===== config.mk =====
export PLATFORM = sky130hd
export DESIGN_NAME = time_of_day_clock_two_alarms
export DESIGN_NICKNAME = d
export VERILOG_FILES = /design/src/design/tod2a_pkg.sv /design/src/design/time_of_day_clock_two_alarms.sv
export SDC_FILE = /design/constraint.sdc
export NUM_CORES = 1
export LEC_CHECK = 0
export BUFFER_PORTS_ARGS = -buffer_cell sky130_fd_sc_hd__buf_2
export CAP_MARGIN = 15
export CORE_UTILIZATION = 56
export CTS_BUF_LIST = sky130_fd_sc_hd__clkbuf_16
export CTS_CLUSTER_SIZE = 20
export DETAILED_ROUTE_END_ITERATION = 16
export PLACE_DENSITY = 0.85
export REMOVE_ABC_BUFFERS = 1
export SYNTH_ARGS = -nofsm -noshare
export SYNTH_HDL_FRONTEND = slang
export SYNTH_SLANG_ARGS = --single-unit

===== constraint.sdc =====
create_clock -name i_clk -period 4.5 [get_ports i_clk]
set_input_delay 0.45 -clock i_clk [delete_from_list [all_inputs] [get_ports i_clk]]
set_output_delay 0.45 -clock i_clk [all_outputs]
set_load 0.01 [all_outputs]

===== src/design/tod2a_pkg.sv =====
`timescale 1ns / 1ps
// ----------------------------------------------------------------------------
// tod2a_pkg: shared types and helpers of the time-of-day clock
// Time fields, operation codes, result layout and next-alarm selection.
// ----------------------------------------------------------------------------
package tod2a_pkg;

    // Counts of the clock and alarm bank
    localparam int ALARM_COUNT   = 2;
    localparam int SEC_PER_MIN   = 60;
    localparam int HOURS_PER_DAY = 24;

    // Field widths
    localparam int HOUR_W   = 5;
    localparam int MINUTE_W = 6;
    localparam int SECOND_W = 6;
    localparam int OP_W     = 3;
    localparam int SEL_W    = 1;

    // Stream payload widths
    localparam int S_TDATA_W = 24;
    localparam int S_TUSER_W = 4;
    localparam int M_TDATA_W = 48;

    // Operation codes
    localparam logic [OP_W-1:0] OP_TICK       = 3'd0;
    localparam logic [OP_W-1:0] OP_SET_TIME   = 3'd1;
    localparam logic [OP_W-1:0] OP_SET_ALARM  = 3'd2;
    localparam logic [OP_W-1:0] OP_ENABLE     = 3'd3;
    localparam logic [OP_W-1:0] OP_DISABLE    = 3'd4;
    localparam logic [OP_W-1:0] OP_ACKNOWLEDGE = 3'd5;

    // Time of day, packed hours:minutes:seconds so it compares as one number
    typedef struct packed {
        logic [HOUR_W-1:0]   hours;
        logic [MINUTE_W-1:0] minutes;
        logic [SECOND_W-1:0] seconds;
    } t_time;

    // Next-alarm choice
    typedef struct packed {
        logic             valid;
        logic [SEL_W-1:0] which;
    } t_next;

    // One result item
    typedef struct packed {
        t_time                  now;
        logic [ALARM_COUNT-1:0] raised_mask;
        logic [ALARM_COUNT-1:0] active_mask;
        logic                   any_raised;
        logic                   has_next;
        logic [SEL_W-1:0]       next_index;
        t_time                  next_time;
    } t_result;

    // Clamp a written time to the legal range of each field
    function automatic t_time clamp_time(logic [HOUR_W-1:0] h, logic [MINUTE_W-1:0] m,
                                         logic [SECOND_W-1:0] s);
        t_time t;
        t.hours   = (h > HOUR_W'(HOURS_PER_DAY - 1)) ? HOUR_W'(HOURS_PER_DAY - 1) : h;
        t.minutes = (m > MINUTE_W'(SEC_PER_MIN - 1)) ? MINUTE_W'(SEC_PER_MIN - 1) : m;
        t.seconds = (s > SECOND_W'(SEC_PER_MIN - 1)) ? SECOND_W'(SEC_PER_MIN - 1) : s;
        return t;
    endfunction

    // Advance the time by one second with carries and day wrap
    function automatic t_time tick_time(t_time t);
        t_time r;
        r = t;
        if (t.seconds >= SECOND_W'(SEC_PER_MIN - 1)) begin
            r.seconds = '0;
            if (t.minutes >= MINUTE_W'(SEC_PER_MIN - 1)) begin
                r.minutes = '0;
                if (t.hours >= HOUR_W'(HOURS_PER_DAY - 1)) begin
                    r.hours = '0;
                end else begin
                    r.hours = t.hours + HOUR_W'(1);
                end
            end else begin
                r.minutes = t.minutes + MINUTE_W'(1);
            end
        end else begin
            r.seconds = t.seconds + SECOND_W'(1);
        end
        return r;
    endfunction

    // Pick the next alarm: one equal to now, else the one after now,
    // else the earlier one with a tie going to alarm one
    function automatic t_next calc_next(t_time now, t_time a0, t_time a1,
                                        logic [ALARM_COUNT-1:0] act);
        t_next r;
        r.valid = |act;
        r.which = '0;
        if (act[0] && act[1]) begin
            if (a0 == now) begin
                r.which = 1'b0;
            end else if (a1 == now) begin
                r.which = 1'b1;
            end else if (a0 < now && a1 > now) begin
                r.which = 1'b1;
            end else if (a1 < now && a0 > now) begin
                r.which = 1'b0;
            end else begin
                r.which = (a0 < a1) ? 1'b0 : 1'b1;
            end
        end else if (act[1]) begin
            r.which = 1'b1;
        end
        return r;
    endfunction

    // Lay a result out on the master tdata, lowest field first
    function automatic logic [M_TDATA_W-1:0] pack_result(t_result r);
        logic [M_TDATA_W-1:0] d;
        d        = '0;
        d[4:0]   = r.now.hours;
        d[10:5]  = r.now.minutes;
        d[16:11] = r.now.seconds;
        d[18:17] = r.raised_mask;
        d[20:19] = r.active_mask;
        d[21]    = r.any_raised;
        d[22]    = r.has_next;
        d[23]    = r.next_index;
        d[28:24] = r.next_time.hours;
        d[34:29] = r.next_time.minutes;
        d[40:35] = r.next_time.seconds;
        return d;
    endfunction

endpackage


===== src/design/time_of_day_clock_two_alarms.sv =====
`timescale 1ns / 1ps
// ----------------------------------------------------------------------------
// time_of_day_clock_two_alarms: 24-hour clock with two alarms
// Executes one clock or alarm operation per transfer, reports the state after.
// ----------------------------------------------------------------------------
// Usage:
//   The slave stream carries one operation per transfer: the opcode and the
//   alarm select in tuser, the time to write in tdata. Operations are tick,
//   set time, set alarm, enable, disable and acknowledge; unused opcodes
//   only report the state. Every accepted operation yields exactly one
//   result transfer on the master stream holding the time, the alarm flags
//   and the next alarm.
//   The state registers update at the accepting edge, and the result is
//   registered in the output register, or in the skid register when the
//   master side stalls. Throughput is one operation per cycle while the
//   skid register is empty; both alarms are compared in parallel.
//   Reset (synchronous, active low) clears the time, both alarms and all
//   flags, and empties the output stages.
//   When the master side stalls, one further operation is still taken into
//   a skid register; tready then drops until the output register drains.
// ----------------------------------------------------------------------------
module time_of_day_clock_two_alarms (
    input  logic                              i_clk,
    input  logic                              i_rst_n,
    input  logic                              i_s_axis_tvalid,
    output logic                              o_s_axis_tready,
    // tdata: hour_value[4:0], minute_value[10:5], second_value[16:11], zero fill
    input  logic [tod2a_pkg::S_TDATA_W-1:0]   i_s_axis_tdata,
    // tuser: opcode[2:0], alarm_select[3]
    input  logic [tod2a_pkg::S_TUSER_W-1:0]   i_s_axis_tuser,
    output logic                              o_m_axis_tvalid,
    input  logic                              i_m_axis_tready,
    // tdata: now_hours[4:0], now_minutes[10:5], now_seconds[16:11],
    //   raised_mask[18:17], active_mask[20:19], any_raised[21], has_next[22],
    //   next_index[23], next_hours[28:24], next_minutes[34:29],
    //   next_seconds[40:35], zero fill
    output logic [tod2a_pkg::M_TDATA_W-1:0]   o_m_axis_tdata
);

    // Clock and alarm state
    tod2a_pkg::t_time                       r_now;
    tod2a_pkg::t_time                       r_alarm [tod2a_pkg::ALARM_COUNT];
    logic [tod2a_pkg::ALARM_COUNT-1:0]      r_active;
    logic [tod2a_pkg::ALARM_COUNT-1:0]      r_raised;
    tod2a_pkg::t_next                       r_next;

    tod2a_pkg::t_time                       n_now;
    tod2a_pkg::t_time                       n_alarm [tod2a_pkg::ALARM_COUNT];
    logic [tod2a_pkg::ALARM_COUNT-1:0]      n_active;
    logic [tod2a_pkg::ALARM_COUNT-1:0]      n_raised;
    tod2a_pkg::t_next                       n_next;

    // Output register and skid stage
    logic                                   r_out_valid;
    logic [tod2a_pkg::M_TDATA_W-1:0]        r_out_data;
    logic                                   r_skid_valid;
    logic [tod2a_pkg::M_TDATA_W-1:0]        r_skid_data;

    logic                                   in_xfer;
    logic                                   out_free;
    logic [tod2a_pkg::OP_W-1:0]             op;
    logic [tod2a_pkg::SEL_W-1:0]            sel;
    tod2a_pkg::t_time                       wr_time;
    tod2a_pkg::t_time                       ticked;
    logic [tod2a_pkg::ALARM_COUNT-1:0]      hit;
    tod2a_pkg::t_result                     result;
    logic [tod2a_pkg::M_TDATA_W-1:0]        result_data;

    assign o_s_axis_tready = !r_skid_valid;
    assign in_xfer         = i_s_axis_tvalid && o_s_axis_tready;
    assign out_free        = !r_out_valid || i_m_axis_tready;
    assign o_m_axis_tvalid = r_out_valid;
    assign o_m_axis_tdata  = r_out_data;

    // Split the input payload
    assign op      = i_s_axis_tuser[2:0];
    assign sel     = i_s_axis_tuser[3];
    assign wr_time = tod2a_pkg::clamp_time(i_s_axis_tdata[4:0], i_s_axis_tdata[10:5],
                                           i_s_axis_tdata[16:11]);
    assign ticked  = tod2a_pkg::tick_time(r_now);

    // Compare the advanced time with every active alarm
    always_comb begin
        for (int i = 0; i < tod2a_pkg::ALARM_COUNT; i++) begin
            hit[i] = r_active[i] && (r_alarm[i] == ticked);
        end
    end

    // Work out the state after the operation
    always_comb begin
        n_now    = r_now;
        n_alarm  = r_alarm;
        n_active = r_active;
        n_raised = r_raised;
        n_next   = r_next;
        case (op)
            tod2a_pkg::OP_TICK: begin
                n_now    = ticked;
                n_raised = r_raised | hit;
                if (|hit) begin
                    n_next = tod2a_pkg::calc_next(ticked, r_alarm[0], r_alarm[1], r_active);
                end
            end
            tod2a_pkg::OP_SET_TIME: begin
                n_now  = wr_time;
                n_next = tod2a_pkg::calc_next(wr_time, r_alarm[0], r_alarm[1], r_active);
            end
            tod2a_pkg::OP_SET_ALARM: begin
                n_alarm[sel]  = wr_time;
                n_active[sel] = 1'b1;
                n_raised[sel] = 1'b0;
                n_next = tod2a_pkg::calc_next(r_now, n_alarm[0], n_alarm[1], n_active);
            end
            tod2a_pkg::OP_ENABLE: begin
                n_active[sel] = 1'b1;
                n_raised[sel] = 1'b0;
                n_next = tod2a_pkg::calc_next(r_now, r_alarm[0], r_alarm[1], n_active);
            end
            tod2a_pkg::OP_DISABLE: begin
                n_active[sel] = 1'b0;
                n_raised[sel] = 1'b0;
                n_next = tod2a_pkg::calc_next(r_now, r_alarm[0], r_alarm[1], n_active);
            end
            tod2a_pkg::OP_ACKNOWLEDGE: begin
                n_raised = '0;
            end
            default: begin
            end
        endcase
    end

    // Build the result from the new state
    always_comb begin
        result.now         = n_now;
        result.raised_mask = n_raised;
        result.active_mask = n_active;
        result.any_raised  = |(n_raised & n_active);
        result.has_next    = n_next.valid;
        result.next_index  = n_next.valid ? n_next.which : '0;
        result.next_time   = n_next.valid ? n_alarm[n_next.which] : '0;
    end

    assign result_data = tod2a_pkg::pack_result(result);

    // Update the state on every input transfer
    always_ff @(posedge i_clk) begin
        if (!i_rst_n) begin
            r_now    <= '0;
            r_active <= '0;
            r_raised <= '0;
            r_next   <= '0;
            for (int i = 0; i < tod2a_pkg::ALARM_COUNT; i++) begin
                r_alarm[i] <= '0;
            end
        end else if (in_xfer) begin
            r_now    <= n_now;
            r_alarm  <= n_alarm;
            r_active <= n_active;
            r_raised <= n_raised;
            r_next   <= n_next;
        end
    end

    // Hold results in the output register, spill into the skid stage on stall
    always_ff @(posedge i_clk) begin
        if (!i_rst_n) begin
            r_out_valid  <= 1'b0;
            r_skid_valid <= 1'b0;
        end else if (out_free) begin
            if (r_skid_valid) begin
                r_out_valid  <= 1'b1;
                r_out_data   <= r_skid_data;
                r_skid_valid <= 1'b0;
            end else begin
                r_out_valid <= in_xfer;
                if (in_xfer) begin
                    r_out_data <= result_data;
                end
            end
        end else if (in_xfer) begin
            r_skid_valid <= 1'b1;
            r_skid_data  <= result_data;
        end
    end

    // The skid stage fills only behind a full output register
    a_skid_behind_out: assert property (@(posedge i_clk) disable iff (!i_rst_n)
        r_skid_valid |-> r_out_valid)
        else $error("skid stage holds data while output register is empty");

    // A next alarm exists exactly when some alarm is active
    a_next_tracks_active: assert property (@(posedge i_clk) disable iff (!i_rst_n)
        r_next.valid == (|r_active))
        else $error("next alarm flag out of step with active alarms");

    // Only an active alarm can be raised
    a_raised_needs_active: assert property (@(posedge i_clk) disable iff (!i_rst_n)
        (r_raised & ~r_active) == '0)
        else $error("raised flag set on an inactive alarm");

    // A transfer taken during a stall lands in the skid stage
    a_stall_to_skid: assert property (@(posedge i_clk) disable iff (!i_rst_n)
        (in_xfer && r_out_valid && !i_m_axis_tready) |=> r_skid_valid)
        else $error("result lost during output stall");

endmodule

Word-level counts from Yosys, hierarchy flattened
Index checks and enable logic that the tools add are counted.
Word-level totals
  flip-flop bits (word level): 141
Cells by class
  equality and inequality tests: 13
  muxes and demuxes: 53
  bitwise operators: 10
  reductions and logical operators: 31
  order comparisons: 29
  add/sub/neg operators: 3
Operators by type and width (number)
  less-than comparator 17 bit: 10
  == test 17 bit: 8
  > comparator 17 bit: 8
  2-to-1 mux 17 bit: 5
  2-to-1 mux 41 bit: 2
  bitwise mux 34 bit: 1
  2-to-1 mux 34 bit: 1
  case mux 17 bit (2 select lines): 1
  2-to-1 mux 1 bit: 29
  2-to-1 mux 6 bit: 4
  demux 17 bit (select 1 bit): 1
  logical AND 1 bit: 16
  2-to-1 mux 5 bit: 3
  OR reduction 2 bit: 7
  adder 6 x 1 -> 6 bit, second input constant: 2
  >= comparator 6 bit, second input constant: 2
  > comparator 6 bit, second input constant: 2
  2-to-1 mux 11 bit: 1
  case mux 2 bit (5 select lines): 1
  bitwise AND 2 bit: 3
  == test 3 x 2 -> 1 bit, second input constant: 2
  == test 3 bit, second input constant: 2
  case mux 2 bit (3 select lines): 1
  AND reduction 3 bit: 2
  20 further kinds: 25

Depth between registers and ports, before layout
Gate-level depths: netlist of run 1.
  depth in word-level cells: 21
  mapped depth: 18

Worst setup path before layout of run 1
Ideal clock, no wire load.
  path type: register to register
  start point: reg r_now[0] in the netlist's numbering
  end point: reg r_out_data, in the netlist o_m_axis_tdata[31] (data pin)
  required time: 4234 ps
  data arrival time: 4102 ps
  path buffers: 2
  clock period less this slack: 4368 ps
  slack: 132 ps
  setup time: 266 ps
  stages on the path, launching flop included: 18
  cell sequence: dfxtp_1 ha_1 o2111ai_1 nor2b_1 nand2_1 mux2_2 ha_1 and4_1 nand3_1 or4_4 a211oi_2 o32a_2 o21a_1 and3b_1 buf_6 buf_8 a221oi_2 o21ai_1
Between the ends
  longest elaborated chain between the ends: 18
Ends and longest elaborated chain
  start: declaration: RTL line time_of_day_clock_two_alarms.sv:41  | tod2a_pkg::t_time r_now;
  start signal: assignment: RTL line time_of_day_clock_two_alarms.sv:156  | r_now <= n_now;
  adder 6 x 1 -> 6 bit or >= comparator 6 bit (tied branches): RTL line tod2a_pkg.sv:84, tod2a_pkg.sv:71
  2-to-1 mux 6 bit or 2-to-1 mux 11 bit (tied branches): RTL line tod2a_pkg.sv:71  | if (t.seconds >= SECOND_W'(SEC_PER_MIN - 1)) begin
  less-than comparator 17 bit or > comparator 17 bit (tied branches): RTL line tod2a_pkg.sv:103  | end else if (a1 < now && a0 > now) begin
  logical AND 1 bit: RTL line tod2a_pkg.sv:103
  2-to-1 mux 1 bit: RTL line tod2a_pkg.sv:103
  2-to-1 mux 1 bit: RTL line tod2a_pkg.sv:101  | end else if (a0 < now && a1 > now) begin
  2-to-1 mux 1 bit: RTL line tod2a_pkg.sv:99  | end else if (a1 == now) begin
  2-to-1 mux 1 bit: RTL line tod2a_pkg.sv:97  | if (a0 == now) begin
  2-to-1 mux 1 bit: RTL line tod2a_pkg.sv:96  | if (act[0] && act[1]) begin
  2-to-1 mux 2 bit: RTL line time_of_day_clock_two_alarms.sv:100  | if (|hit) begin
  case mux 2 bit (5 select lines) *: RTL line time_of_day_clock_two_alarms.sv:96  | case (op)
  NOT 1 -> 2 bit (implied by the code): RTL line time_of_day_clock_two_alarms.sv:140  | result.next_time = n_next.valid ? n_alarm[n_next.which] : '0;
  2-to-1 mux 17 bit (implied by the code) (3 in series): RTL line time_of_day_clock_two_alarms.sv:140
  2-to-1 mux 17 bit *: RTL line time_of_day_clock_two_alarms.sv:140
  2-to-1 mux 41 bit *: RTL line time_of_day_clock_two_alarms.sv:176  | if (in_xfer) begin
  2-to-1 mux 41 bit *: RTL line time_of_day_clock_two_alarms.sv:170  | if (r_skid_valid) begin
  end signal: assignment: RTL line time_of_day_clock_two_alarms.sv:172  | r_out_data <= r_skid_data;
  end signal: assignment: RTL line time_of_day_clock_two_alarms.sv:177  | r_out_data <= result_data;
  end: declaration: RTL line time_of_day_clock_two_alarms.sv:55  | logic [tod2a_pkg::M_TDATA_W-1:0] r_out_data;
Every way passes the cells marked *; elsewhere a longest branch is shown, timed or not. The select of a mux whose other input is x is not followed.
A chain may end at the register's enable or synchronous reset.

Worst setup path after layout of run 1
  start point: reg r_now[6] in the netlist's numbering
  end point: reg r_out_data, in the netlist o_m_axis_tdata[30] (data pin)
Between the ends
  longest elaborated chain between the ends: 19
Ends and longest elaborated chain
  adder 6 x 1 -> 6 bit or >= comparator 6 bit (tied branches): RTL line tod2a_pkg.sv:81, tod2a_pkg.sv:73
  2-to-1 mux 6 bit or 2-to-1 mux 5 bit (tied branches): RTL line tod2a_pkg.sv:73  | if (t.minutes >= MINUTE_W'(SEC_PER_MIN - 1)) begin
  2-to-1 mux 11 bit: RTL line tod2a_pkg.sv:71
  less-than comparator 17 bit or > comparator 17 bit (tied branches): RTL line tod2a_pkg.sv:103
  logical AND 1 bit: RTL line tod2a_pkg.sv:103
  2-to-1 mux 1 bit: RTL line tod2a_pkg.sv:103
  2-to-1 mux 1 bit: RTL line tod2a_pkg.sv:101
  2-to-1 mux 1 bit: RTL line tod2a_pkg.sv:99
  2-to-1 mux 1 bit: RTL line tod2a_pkg.sv:97
  2-to-1 mux 1 bit: RTL line tod2a_pkg.sv:96
  2-to-1 mux 2 bit: RTL line time_of_day_clock_two_alarms.sv:100
  case mux 2 bit (5 select lines) *: RTL line time_of_day_clock_two_alarms.sv:96
  NOT 1 -> 2 bit (implied by the code): RTL line time_of_day_clock_two_alarms.sv:140
  2-to-1 mux 17 bit (implied by the code) (3 in series): RTL line time_of_day_clock_two_alarms.sv:140
  2-to-1 mux 17 bit *: RTL line time_of_day_clock_two_alarms.sv:140
  2-to-1 mux 41 bit *: RTL line time_of_day_clock_two_alarms.sv:176
  2-to-1 mux 41 bit *: RTL line time_of_day_clock_two_alarms.sv:170
Marked as above.

==> summary.txt, run 1 <==
Status
  • Result of the run: finished clean

Worst setup path
  • Slowest stage cell on the critical path: sky130_fd_sc_hd__or4_4
  • Critical path startpoint: r_now[6]
  • Setup crit end kind: flop
  • Sequence of cells on the critical path: ha_1 -> o2111a_1 -> nor2b_2 -> buf_4 -> mux2_2 -> ha_1 -> and4_1 -> nand3_1 -> or4_4 -> a211oi_4 -> o32a_2 -> o21a_1 -> and3b_4 -> buf_4 -> a221oi_2 -> o21ai_1
  • Family of cells with the greatest summed delay on the critical path: compound AO/OA/AOI/OAI gates
  • Start-to-end type of the worst setup path: reg -> reg
  • R2R Path End: o_m_axis_tdata[30]
  • Worst Reg2Reg Path Length in Cells: 16
  • Largest driver fanout on the critical path: 10
  • Buf+Inv Stages, Crit Path: 2
  • Kind of start point of the critical path: flop
  • Maximum cell stage delay along the critical path: 600 ps
  • Crit path DAT: 4600 ps
  • R2r setup slk: 50 ps
  • Launch instance of the worst register-to-register path: r_now[6]
  • Data required, critical path: 4650 ps

CTS
  • Clock edge transition at the registers on the reported setup and hold paths: 70 ps
  • CTS tree: yes
  • Clk buf depth: 2
  • Num CTS Buffers: 17
  • Worst skew pair latency: 430 ps
  • CTS Hold Buffers Added: 0
  • Number of H-tree levels: 4
  • Total number of clock tree sinks: 141
  • Buffer cell driving the clock tree root: sky130_fd_sc_hd__clkbuf_16

Finish
  • Signed area change from the synthesized netlist to the final layout: 13.1%
  • Final design area excluding fillers: 12100 sq um
  • Share of post-route cells with drive strength above 1: 15.7%
  • Count of nets after finishing: 1475
  • Area of the multi-input gates: 6620 sq um
  • Filler instances: 1402
  • Area occupied by registers: 3640 sq um
  • Count of antenna diodes in the layout: 0

Logic synthesis
  • Dominant cells by area after synthesis: sky130_fd_sc_hd__edfxtp_1, sky130_fd_sc_hd__ha_1, sky130_fd_sc_hd__dfxtp_1, sky130_fd_sc_hd__nand2_1, sky130_fd_sc_hd__a21oi_1
  • Area fraction of the dominant cell type after synthesis: 23.1%
  • Synthesized area divided by synthesized cell count: 8.88 sq um
  • Post-synthesis instance total: 1201
  • Sequential area share after synthesis: 34.2%
  • Number of synthesized flops with an enable pin: 82
  • Post-synthesis register bit count: 141
  • Most frequently used flop master after synthesis: sky130_fd_sc_hd__edfxtp_1
  • Top cell type by total area after synthesis: sky130_fd_sc_hd__edfxtp_1
  • Proportion of synthesized flip-flops having asynchronous set or reset: 0%
  • Commonest cells in the netlist: sky130_fd_sc_hd__ha_1, sky130_fd_sc_hd__nand2_1, sky130_fd_sc_hd__nor2_1
  • Top-count cell post-synth: sky130_fd_sc_hd__ha_1
  • Count of distinct cell types in the synthesized netlist: 74
  • Count of warnings emitted by yosys: 0
  • Post-Syn Area: 10700 sq um

Floorplan
  • Core area: 18700 sq um
  • Cell Rows: 50
  • Width of the die: 140 microns
  • Floorplan die area: 19600 sq um
  • Io pins: 82
  • Effective utilization at floorplan: 57.0%
  • Vertical die dimension: 140 microns

Timing
  • Count of pins over their slew limit: 0
  • Worst Max-Slew Pin Slew: 1150 ps
  • Period utilization: 98.8%
  • Hold Slack: 203 ps
  • Final Hold Viols: 0
  • Shortest clock period the worst path allows after layout: 4450 ps
  • RSZ-0062 raised after global routing: false
  • Highest clock frequency the design can meet: 225 MHz
  • Worst slew margin: 22.8%
  • Total of endpoints with negative setup slack in the final report: 0
  • Setup clock skew after layout: 9.09 ps

Global routing
  • Vias in the first global route: 9289
  • All-Layer GR Usage: 32.5%
  • Wire length of the first global-routing pass: 49000 microns
  • Overflow left after global routing: 0
  • Number of antenna violations at the first check in global routing: 0
  • Maximum number of pins on one net before global-route repair: 57

Detailed routing
  • Router iterations before antenna repair: 9
  • Detailed-route via count: 9799
  • Post-route DRC violation count: 0
  • Post-route antenna net violation count: 0
  • Average routed wire per standard cell: 20.8 microns
  • Routed Wire Length: 31700 microns
  • Via-per-instance ratio: 6.44
  • Number of DRC markers in iteration 0: 1187

Power
  • VDD IR-drop max: 0.228 mV
  • Power density cells: 300 nW/um^2
  • Static Leak: 5.13 nW

Worst hold path
  • Cell count of the worst hold path: 2
  • Worst min-delay path endpoint: r_skid_valid
  • Worst min-delay path category: in -> reg
  • Start point of the worst hold path: i_m_axis_tready

Placed design
  • Number of buffers inserted by port buffering: 67
  • Placed inst area: 11300 sq um
  • DP Wirelength: 23000 microns
  • RD Place Congestion: 1.01

Flow run
  • Max cap viols: 0
layout by cell type, fill, tap and decap left out, types with 6 or more instances in the layout:
master and instances:
sky130_fd_sc_hd__nor4_1 6, sky130_fd_sc_hd__o21a_1 8, sky130_fd_sc_hd__nor2b_1 11, sky130_fd_sc_hd__mux2i_1 26, sky130_fd_sc_hd__buf_4 39, sky130_fd_sc_hd__nand4_1 26
sky130_fd_sc_hd__a211oi_1 30, sky130_fd_sc_hd__a221oi_2 11, sky130_fd_sc_hd__nor2_1 114, sky130_fd_sc_hd__buf_2 67, sky130_fd_sc_hd__nand3_1 23, sky130_fd_sc_hd__edfxtp_1 82
sky130_fd_sc_hd__a21oi_1 105, sky130_fd_sc_hd__a21o_1 14, sky130_fd_sc_hd__nand2_1 153, sky130_fd_sc_hd__o21ai_0 72, sky130_fd_sc_hd__nor3_1 19, sky130_fd_sc_hd__inv_1 75
sky130_fd_sc_hd__conb_1 7, sky130_fd_sc_hd__o31ai_1 6, sky130_fd_sc_hd__ha_1 168, sky130_fd_sc_hd__mux2_2 25, sky130_fd_sc_hd__o211ai_1 9, sky130_fd_sc_hd__o21ai_1 11
sky130_fd_sc_hd__clkbuf_16 17, sky130_fd_sc_hd__dfxtp_1 59
per-stage QoR:
step	total power (W)	setup TNS, ps	cells	worst slack, ps	utilization [%]
CTS	0.00356	0	1519	22.1	63.6
global route	0.00374	0	1521	1.29	64.5
finish	0.00362	0	1521	51.8	64.5
floorplan	0.00196	0	1147	14.7	-
global placement	0.00220	0	1487	132	60.6
detailed placement	0.00223	-56.3	1487	-26.2	60.6
routing by layer:
metal | track usage [%] | vias up | part of all wire (%)
met1 | 41.1 | 4539 | 39
li1 | - | 4500 | -
met2 | 52.2 | 621 | 46
met3 | 5.09 | 139 | 9.2
met5 | 0 | - | 0
met4 | 20.2 | 0 | 5.5
cell families (layout without fill, tap and decap cells):
family          count (synthesis)  in the layout  synth area share (%)
other cells                     1              7                0.0352
simple gates                  387            387                  16.2
xor+xnor                        6              6                 0.493
compound gates                309            309                  18.7
mux                            51             51                  5.08
fa+ha+maj                     170            170                  19.9
flops                         141            141                  34.2
buf+inv                       136            216                  5.36
flip-flops by register name, indices dropped and copies added, names as in the netlist:
name and count:
o_m_axis_tdata 41, r_skid_data 41, r_alarm 34, r_now 17
r_active 2, r_next 2, r_raised 2, o_m_axis_tvalid 1
r_skid_valid 1
worst max path at each step:
stage	to	slack (ps)	cells past startpoint
after global routing	o_m_axis_tdata[36]	1	17
after global placement	o_m_axis_tdata[35]	130	17
after detailed placement	o_m_axis_tdata[38]	-30	17
after floorplan	o_m_axis_tdata[39]	10	15
final	o_m_axis_tdata[30]	50	16
after CTS	o_m_axis_tdata[35]	20	17
where the power goes:
part | switching, W | internal (W) | total (W)
Combinational | 0.000508 | 0.000295 | 0.000803
Sequential | 0.0000449 | 0.00142 | 0.00146
Clock | 0.000630 | 0.000723 | 0.00135
what timing repair did:
action	in CTS	in global routing
pin swaps	0	3
setup buffers	0	2
gates resized for setup	2	21
setup endpoints to repair	9	31
area by class of cell:
class                           instances  share of cell area, %
Multi-Input combinational cell        930                   54.9
Sequential cell                       141                   30.2
Timing Repair Buffer                  108                   5.54
Clock buffer                           17                   3.53
Tap cell                              234                   2.43
Inverter                               76                   2.36
Clock inverter                         15                   1.07
Power figures use the tool's default switching activity.
==> inputs of run 2 (changes only) <==
--- a/config.mk
+++ b/config.mk
@@ -8,7 +8,6 @@
 export BUFFER_PORTS_ARGS = -buffer_cell sky130_fd_sc_hd__buf_2
 export CAP_MARGIN = 15
 export CORE_UTILIZATION = 56
-export CTS_BUF_LIST = sky130_fd_sc_hd__clkbuf_16
 export CTS_CLUSTER_SIZE = 20
 export DETAILED_ROUTE_END_ITERATION = 16
 export PLACE_DENSITY = 0.85
==> run 2 against run 1 <==
Net effect: routed wire length is essentially flat; combinational power is essentially flat; critical endpoint is now o_m_axis_tdata[29]; maximum frequency shrank 0.19%; first-iteration DRC count shrank 0.84%; utilization is the same; clock-buffer cell count grew 1.
==> summary.txt, run 2 (same netlist as run 1, synthesis figures left out) <==
Power
  • Power density cells: 300 nW/um^2
  • Static Leak: 5.13 nW
  • VDD IR-drop max: 0.229 mV

CTS
  • Buffer cell driving the clock tree root: sky130_fd_sc_hd__clkbuf_16
  • CTS tree: yes
  • Num CTS Buffers: 17
  • CTS Hold Buffers Added: 0
  • Worst skew pair latency: 430 ps
  • Clock edge transition at the registers on the reported setup and hold paths: 70 ps
  • Clk buf depth: 2
  • Total number of clock tree sinks: 141
  • Number of H-tree levels: 4

Placed design
  • Number of buffers inserted by port buffering: 67
  • Total instance count after detailed placement: 1487
  • DP Wirelength: 23000 microns
  • RD Place Congestion: 1.01

Global routing
  • All-Layer GR Usage: 32.5%
  • Overflow left after global routing: 0
  • Number of antenna violations at the first check in global routing: 0
  • Vias in the first global route: 9289
  • Maximum number of pins on one net before global-route repair: 57
  • Wire length of the first global-routing pass: 49000 microns

Worst setup path
  • Sequence of cells on the critical path: ha_1 -> o2111a_1 -> nor2b_2 -> buf_4 -> mux2_2 -> ha_1 -> and4_1 -> nand3_1 -> or4_4 -> a211oi_4 -> o32a_2 -> o21a_1 -> and3b_4 -> buf_4 -> a221oi_2 -> o21ai_1
  • Crit path DAT: 4610 ps
  • Start-to-end type of the worst setup path: reg -> reg
  • Maximum cell stage delay along the critical path: 600 ps
  • Largest driver fanout on the critical path: 10
  • Data required, critical path: 4660 ps
  • Slowest stage cell on the critical path: sky130_fd_sc_hd__or4_4
  • Setup crit end kind: flop
  • Kind of start point of the critical path: flop

Detailed routing
  • Post-route DRC violation count: 0
  • Router iterations before antenna repair: 9
  • Number of DRC markers in iteration 0: 1177
  • Average routed wire per standard cell: 20.8 microns
  • Detailed-route via count: 9832
  • Post-route antenna net violation count: 0
  • Routed Wire Length: 31700 microns
  • Via-per-instance ratio: 6.46

Finish
  • Most frequent cells in the layout: sky130_fd_sc_hd__ha_1, sky130_fd_sc_hd__nand2_1, sky130_fd_sc_hd__nor2_1
  • Signed area change from the synthesized netlist to the final layout: 13.1%
  • Filler instances: 1402
  • Area occupied by registers: 3640 sq um
  • Count of nets after finishing: 1475
  • Count of antenna diodes in the layout: 0
  • Share of post-route cells with drive strength above 1: 15.7%
  • Area of the multi-input gates: 6620 sq um
  • Fin cells: 1521
  • Most common cell after layout, fill and taps aside: sky130_fd_sc_hd__ha_1

Floorplan
  • Width of the die: 140 microns
  • Cell Rows: 50
  • Core area: 18700 sq um
  • Effective utilization at floorplan: 57.0%
  • Floorplan die area: 19600 sq um
  • Io pins: 82
  • Vertical die dimension: 140 microns

Timing
  • Total of endpoints with negative setup slack in the final report: 0
  • Final total negative setup slack: 0 ps
  • RSZ-0062 raised after global routing: false
  • Final Hold Viols: 0
  • Setup clock skew after layout: 9.38 ps
  • Period utilization: 99.0%
  • Worst slew margin: 21.4%
  • Shortest clock period the worst path allows after layout: 4460 ps
  • Count of pins over their slew limit: 0
  • Worst Max-Slew Pin Slew: 1180 ps
  • Highest clock frequency the design can meet: 224 MHz
  • Hold Slack: 202 ps

Status
  • Result of the run: finished clean

Worst hold path
  • Worst min-delay path category: in -> reg

Flow run
  • Max cap viols: 0
-- run 2: repair_timing --
| item | 4_1_cts | 5_1_grt |
|---|---|---|
| setup endpoints to repair | 9 | 31 |
| resized for setup | 2 | 21 |
| buffers inserted | 0 | 2 |
| pin swaps | 0 | 3 |
-- run 2: power by group --
group	switching, W	internal (W)
Clock	0.000631	0.000726
Sequential	0.0000450	0.00142
Combinational	0.000508	0.000295
Total	0.00118	0.00244
-- run 2: stage by stage --
| stage | worst slack (ps) | area (sq um) | total power (W) | util, % |
|---|---|---|---|---|
| after floorplan | 14.7 | 10400 | 0.00196 | - |
| after global routing | 1.06 | 12100 | 0.00374 | 64.5 |
| after global placement | 132 | 11300 | 0.00220 | 60.6 |
| after CTS | 22.1 | 11900 | 0.00356 | 63.6 |
| final | 43.1 | 12100 | 0.00362 | 64.5 |
| after detailed placement | -26.2 | 11300 | 0.00223 | 60.6 |
-- run 2: cell type report --
type                       count  area share (%)
multi-input combinational    930            54.9
sequential                   141            30.2
timing repair buffer         108            5.54
clock buffer                  18            3.56
tap                          234            2.43
inverter                      76            2.36
clock inverter                14            1.04
-- run 2: final timing paths --
check / startpoint / slack [ps] / cells after the start / end
min reg2reg: o_m_axis_tvalid / 500 / 1 / r_skid_valid
max reg2reg: r_now[6] / 40 / 16 / o_m_axis_tdata[29]
max: r_now[6] / 40 / 16 / o_m_axis_tdata[29]
min: i_m_axis_tready / 200 / 2 / r_skid_valid
-- run 2: layer usage --
layer  track usage [%]  share of wire (%)
met1              41.1                 40
met4              20.2                5.7
met3              5.09                8.8
met2              52.2                 46
met5                 0                  0
-- run 2: critical path, delay by kind of cell, from the launching register on --
| family | cells | cell delay, ps |
|---|---|---|
| DFF | 1 | 320 |
| and+or+nand+nor | 5 | 1330 |
| adders and majority gates | 2 | 520 |
| muxes | 1 | 290 |
| buffers and inverters | 2 | 340 |
| AOI/OAI and AO/OA | 6 | 1380 |
==> inputs of run 3 (changes only) <==
--- a/config.mk
+++ b/config.mk
@@ -5,11 +5,10 @@
 export SDC_FILE = /design/constraint.sdc
 export NUM_CORES = 1
 export LEC_CHECK = 0
-export BUFFER_PORTS_ARGS = -buffer_cell sky130_fd_sc_hd__buf_2
-export CAP_MARGIN = 15
-export CORE_UTILIZATION = 56
+export CORE_UTILIZATION = 59
 export CTS_CLUSTER_SIZE = 20
 export DETAILED_ROUTE_END_ITERATION = 16
+export DONT_BUFFER_PORTS = 1
 export PLACE_DENSITY = 0.85
 export REMOVE_ABC_BUFFERS = 1
 export SYNTH_ARGS = -nofsm -noshare
==> run 3 against run 2 <==
Net effect: clock-buffer cell count grew 2; clock skew up 2.8 ps; register-to-register slack better by 70 ps; sequential power about the same; via count down 3.2%; critical path depth grew 2; clock power fell by 3%; worst hold slack got worse by 120 ps; combinational power down 7.0%; total power down 2.1%; final cell count down 4.4%; routed wire length grew 3.4%; largest power group unchanged.
==> summary.txt, run 3 (same netlist as run 1, synthesis figures left out) <==
Worst setup path
  • Kind of start point of the critical path: flop
  • Data required, critical path: 4680 ps
  • Slowest stage cell on the critical path: sky130_fd_sc_hd__or4_4
  • Largest driver fanout on the critical path: 4
  • Setup crit end kind: flop
  • Crit path DAT: 4570 ps
  • R2r setup slk: 110 ps
  • Family of cells with the greatest summed delay on the critical path: simple AND/OR/NAND/NOR gates
  • Buf+Inv Stages, Crit Path: 2
  • Critical path startpoint: r_now[12]
  • Sequence of cells on the critical path: ha_1 -> a21oi_1 -> o21ai_0 -> nand2_1 -> nand2_1 -> mux2_2 -> ha_1 -> and4_1 -> nand3_1 -> or4_4 -> a211oi_2 -> o32a_2 -> o21a_1 -> and3b_1 -> buf_4 -> a221oi_1 -> buf_4 -> o21ai_0
  • Launch instance of the worst register-to-register path: r_now[12]
  • Start-to-end type of the worst setup path: reg -> reg
  • Maximum cell stage delay along the critical path: 570 ps

Finish
  • Fin cells: 1454
  • Area of the multi-input gates: 6590 sq um
  • Count of antenna diodes in the layout: 0
  • Share of post-route cells with drive strength above 1: 11.3%
  • Count of nets after finishing: 1417
  • Most common cell after layout, fill and taps aside: sky130_fd_sc_hd__ha_1
  • Signed area change from the synthesized netlist to the final layout: 9.86%
  • Most frequent cells in the layout: sky130_fd_sc_hd__ha_1, sky130_fd_sc_hd__nand2_1, sky130_fd_sc_hd__nor2_1
  • Filler instances: 1380
  • Area occupied by registers: 3640 sq um

Global routing
  • Number of antenna violations at the first check in global routing: 0
  • Overflow left after global routing: 0
  • Maximum number of pins on one net before global-route repair: 57
  • All-Layer GR Usage: 36.2%
  • Vias in the first global route: 8811
  • Wire length of the first global-routing pass: 49700 microns

Detailed routing
  • Post-route DRC violation count: 0
  • Post-route antenna net violation count: 0
  • Routed Wire Length: 32700 microns
  • Router iterations before antenna repair: 7
  • Number of DRC markers in iteration 0: 1090
  • Via-per-instance ratio: 6.55
  • Detailed-route via count: 9522
  • Average routed wire per standard cell: 22.5 microns

Floorplan
  • Cell Rows: 48
  • Floorplan die area: 18600 sq um
  • Core area: 17500 sq um
  • Vertical die dimension: 136 microns
  • Io pins: 82
  • Width of the die: 136 microns
  • Effective utilization at floorplan: 61.0%

Flow run
  • Max cap viols: 0

Timing
  • Highest clock frequency the design can meet: 228 MHz
  • Final Hold Viols: 0
  • Count of pins over their slew limit: 0
  • Setup clock skew after layout: 12.2 ps
  • Worst slew margin: 18.4%
  • Final total negative setup slack: 0 ps
  • Worst Max-Slew Pin Slew: 1220 ps
  • Total of endpoints with negative setup slack in the final report: 0
  • Shortest clock period the worst path allows after layout: 4390 ps
  • Period utilization: 97.4%

Power
  • Static Leak: 4.88 nW
  • Proportion of power drawn by the clock network: 37.2%
  • Net switching power figure: 0.00113 W
  • VDD IR-drop max: 0.369 mV
  • Power density cells: 303 nW/um^2
  • Relative contribution of sequential cells to total power: 41.7%
  • Part of the power in combinational logic: 21.1%
  • Internal power contribution: 0.00242 W
  • Switching part of the total: 31.8%

CTS
  • CTS tree: yes
  • Number of H-tree levels: 4
  • Clock edge transition at the registers on the reported setup and hold paths: 70 ps
  • Clk buf depth: 2
  • Total number of clock tree sinks: 141
  • Worst skew pair latency: 440 ps
  • Buffer cell driving the clock tree root: sky130_fd_sc_hd__clkbuf_16
  • Num CTS Buffers: 17

Placed design
  • Total instance count after detailed placement: 1419
  • Number of buffers inserted by port buffering: 0
  • DP Wirelength: 24300 microns
  • RD Place Congestion: 1.02

Worst hold path
  • Start point of the worst hold path: i_m_axis_tready
  • Worst min-delay path category: in -> reg

Status
  • Result of the run: finished clean
-- run 3: worst reg2reg max path, stage by stage (launching register included) --
cell and delay (ps):
sky130_fd_sc_hd__dfxtp_1 350, sky130_fd_sc_hd__ha_1 260, sky130_fd_sc_hd__a21oi_1 120, sky130_fd_sc_hd__o21ai_0 110
sky130_fd_sc_hd__nand2_1 180, sky130_fd_sc_hd__nand2_1 110, sky130_fd_sc_hd__mux2_2 310, sky130_fd_sc_hd__ha_1 280
sky130_fd_sc_hd__and4_1 180, sky130_fd_sc_hd__nand3_1 80, sky130_fd_sc_hd__or4_4 570, sky130_fd_sc_hd__a211oi_2 290
sky130_fd_sc_hd__o32a_2 200, sky130_fd_sc_hd__o21a_1 120, sky130_fd_sc_hd__and3b_1 190, sky130_fd_sc_hd__buf_4 160
sky130_fd_sc_hd__a221oi_1 330, sky130_fd_sc_hd__buf_4 200, sky130_fd_sc_hd__o21ai_0 80
-- run 3: layer usage --
metal / vias up / part of all wire (%) / track usage, %
met5: - / 0 / 0
met4: 0 / 3.8 / 15.4
met3: 107 / 9.9 / 7.90
met2: 562 / 45 / 57.1
met1: 4467 / 41 / 47.4
li1: 4386 / - / -
-- run 3: path summary, 6_finish.rpt --
kind	endpoint	depth (start not counted)
min reg2reg	r_now[9]	2
min	r_skid_valid	1
max	o_m_axis_tdata[39]	18
max reg2reg	o_m_axis_tdata[39]	18
-- run 3: through the flow --
| step | setup WS (ps) | utilization [%] | hold slack [ps] | power, W | area [sq um] |
|---|---|---|---|---|---|
| floorplan | 14.7 | - | 466 | 0.00196 | 10400 |
| finish | 115 | 67.0 | 80.4 | 0.00355 | 11700 |
| global route | -54.4 | 67.0 | 72.8 | 0.00366 | 11700 |
| detailed placement | 33.1 | 63.2 | 495 | 0.00220 | 11000 |
| global placement | 174 | 63.2 | 490 | 0.00218 | 11000 |
| CTS | 28.4 | 66.3 | 71.3 | 0.00351 | 11600 |
-- run 3: area by class of cell --
| class | count | share of cell area (%) |
|---|---|---|
| multi-input combinational | 930 | 56.3 |
| sequential | 141 | 31.1 |
| clock buffer | 20 | 3.81 |
| timing repair buffer | 50 | 3.20 |
| inverter | 76 | 2.44 |
| tap | 225 | 2.40 |
| clock inverter | 12 | 0.769 |
-- run 3: timing repair --
| item | in CTS | in global routing |
|---|---|---|
| setup endpoints to repair | 0 | 37 |
| resized for setup | 0 | 17 |
| endpoints found under the hold margin | 0 | 0 |
| buffers inserted | 0 | 3 |
| hold buffers | 0 | 0 |
-- run 3: power groups by stage --
stage	combinational (W)	sequential [W]	clock, W
after CTS	0.000707	0.00147	0.00132
after global placement	0.000685	0.00150	0
after floorplan	0.000470	0.00149	0
after detailed placement	0.000701	0.00150	0
after global routing	0.000817	0.00148	0.00136
final	0.000748	0.00148	0.00132
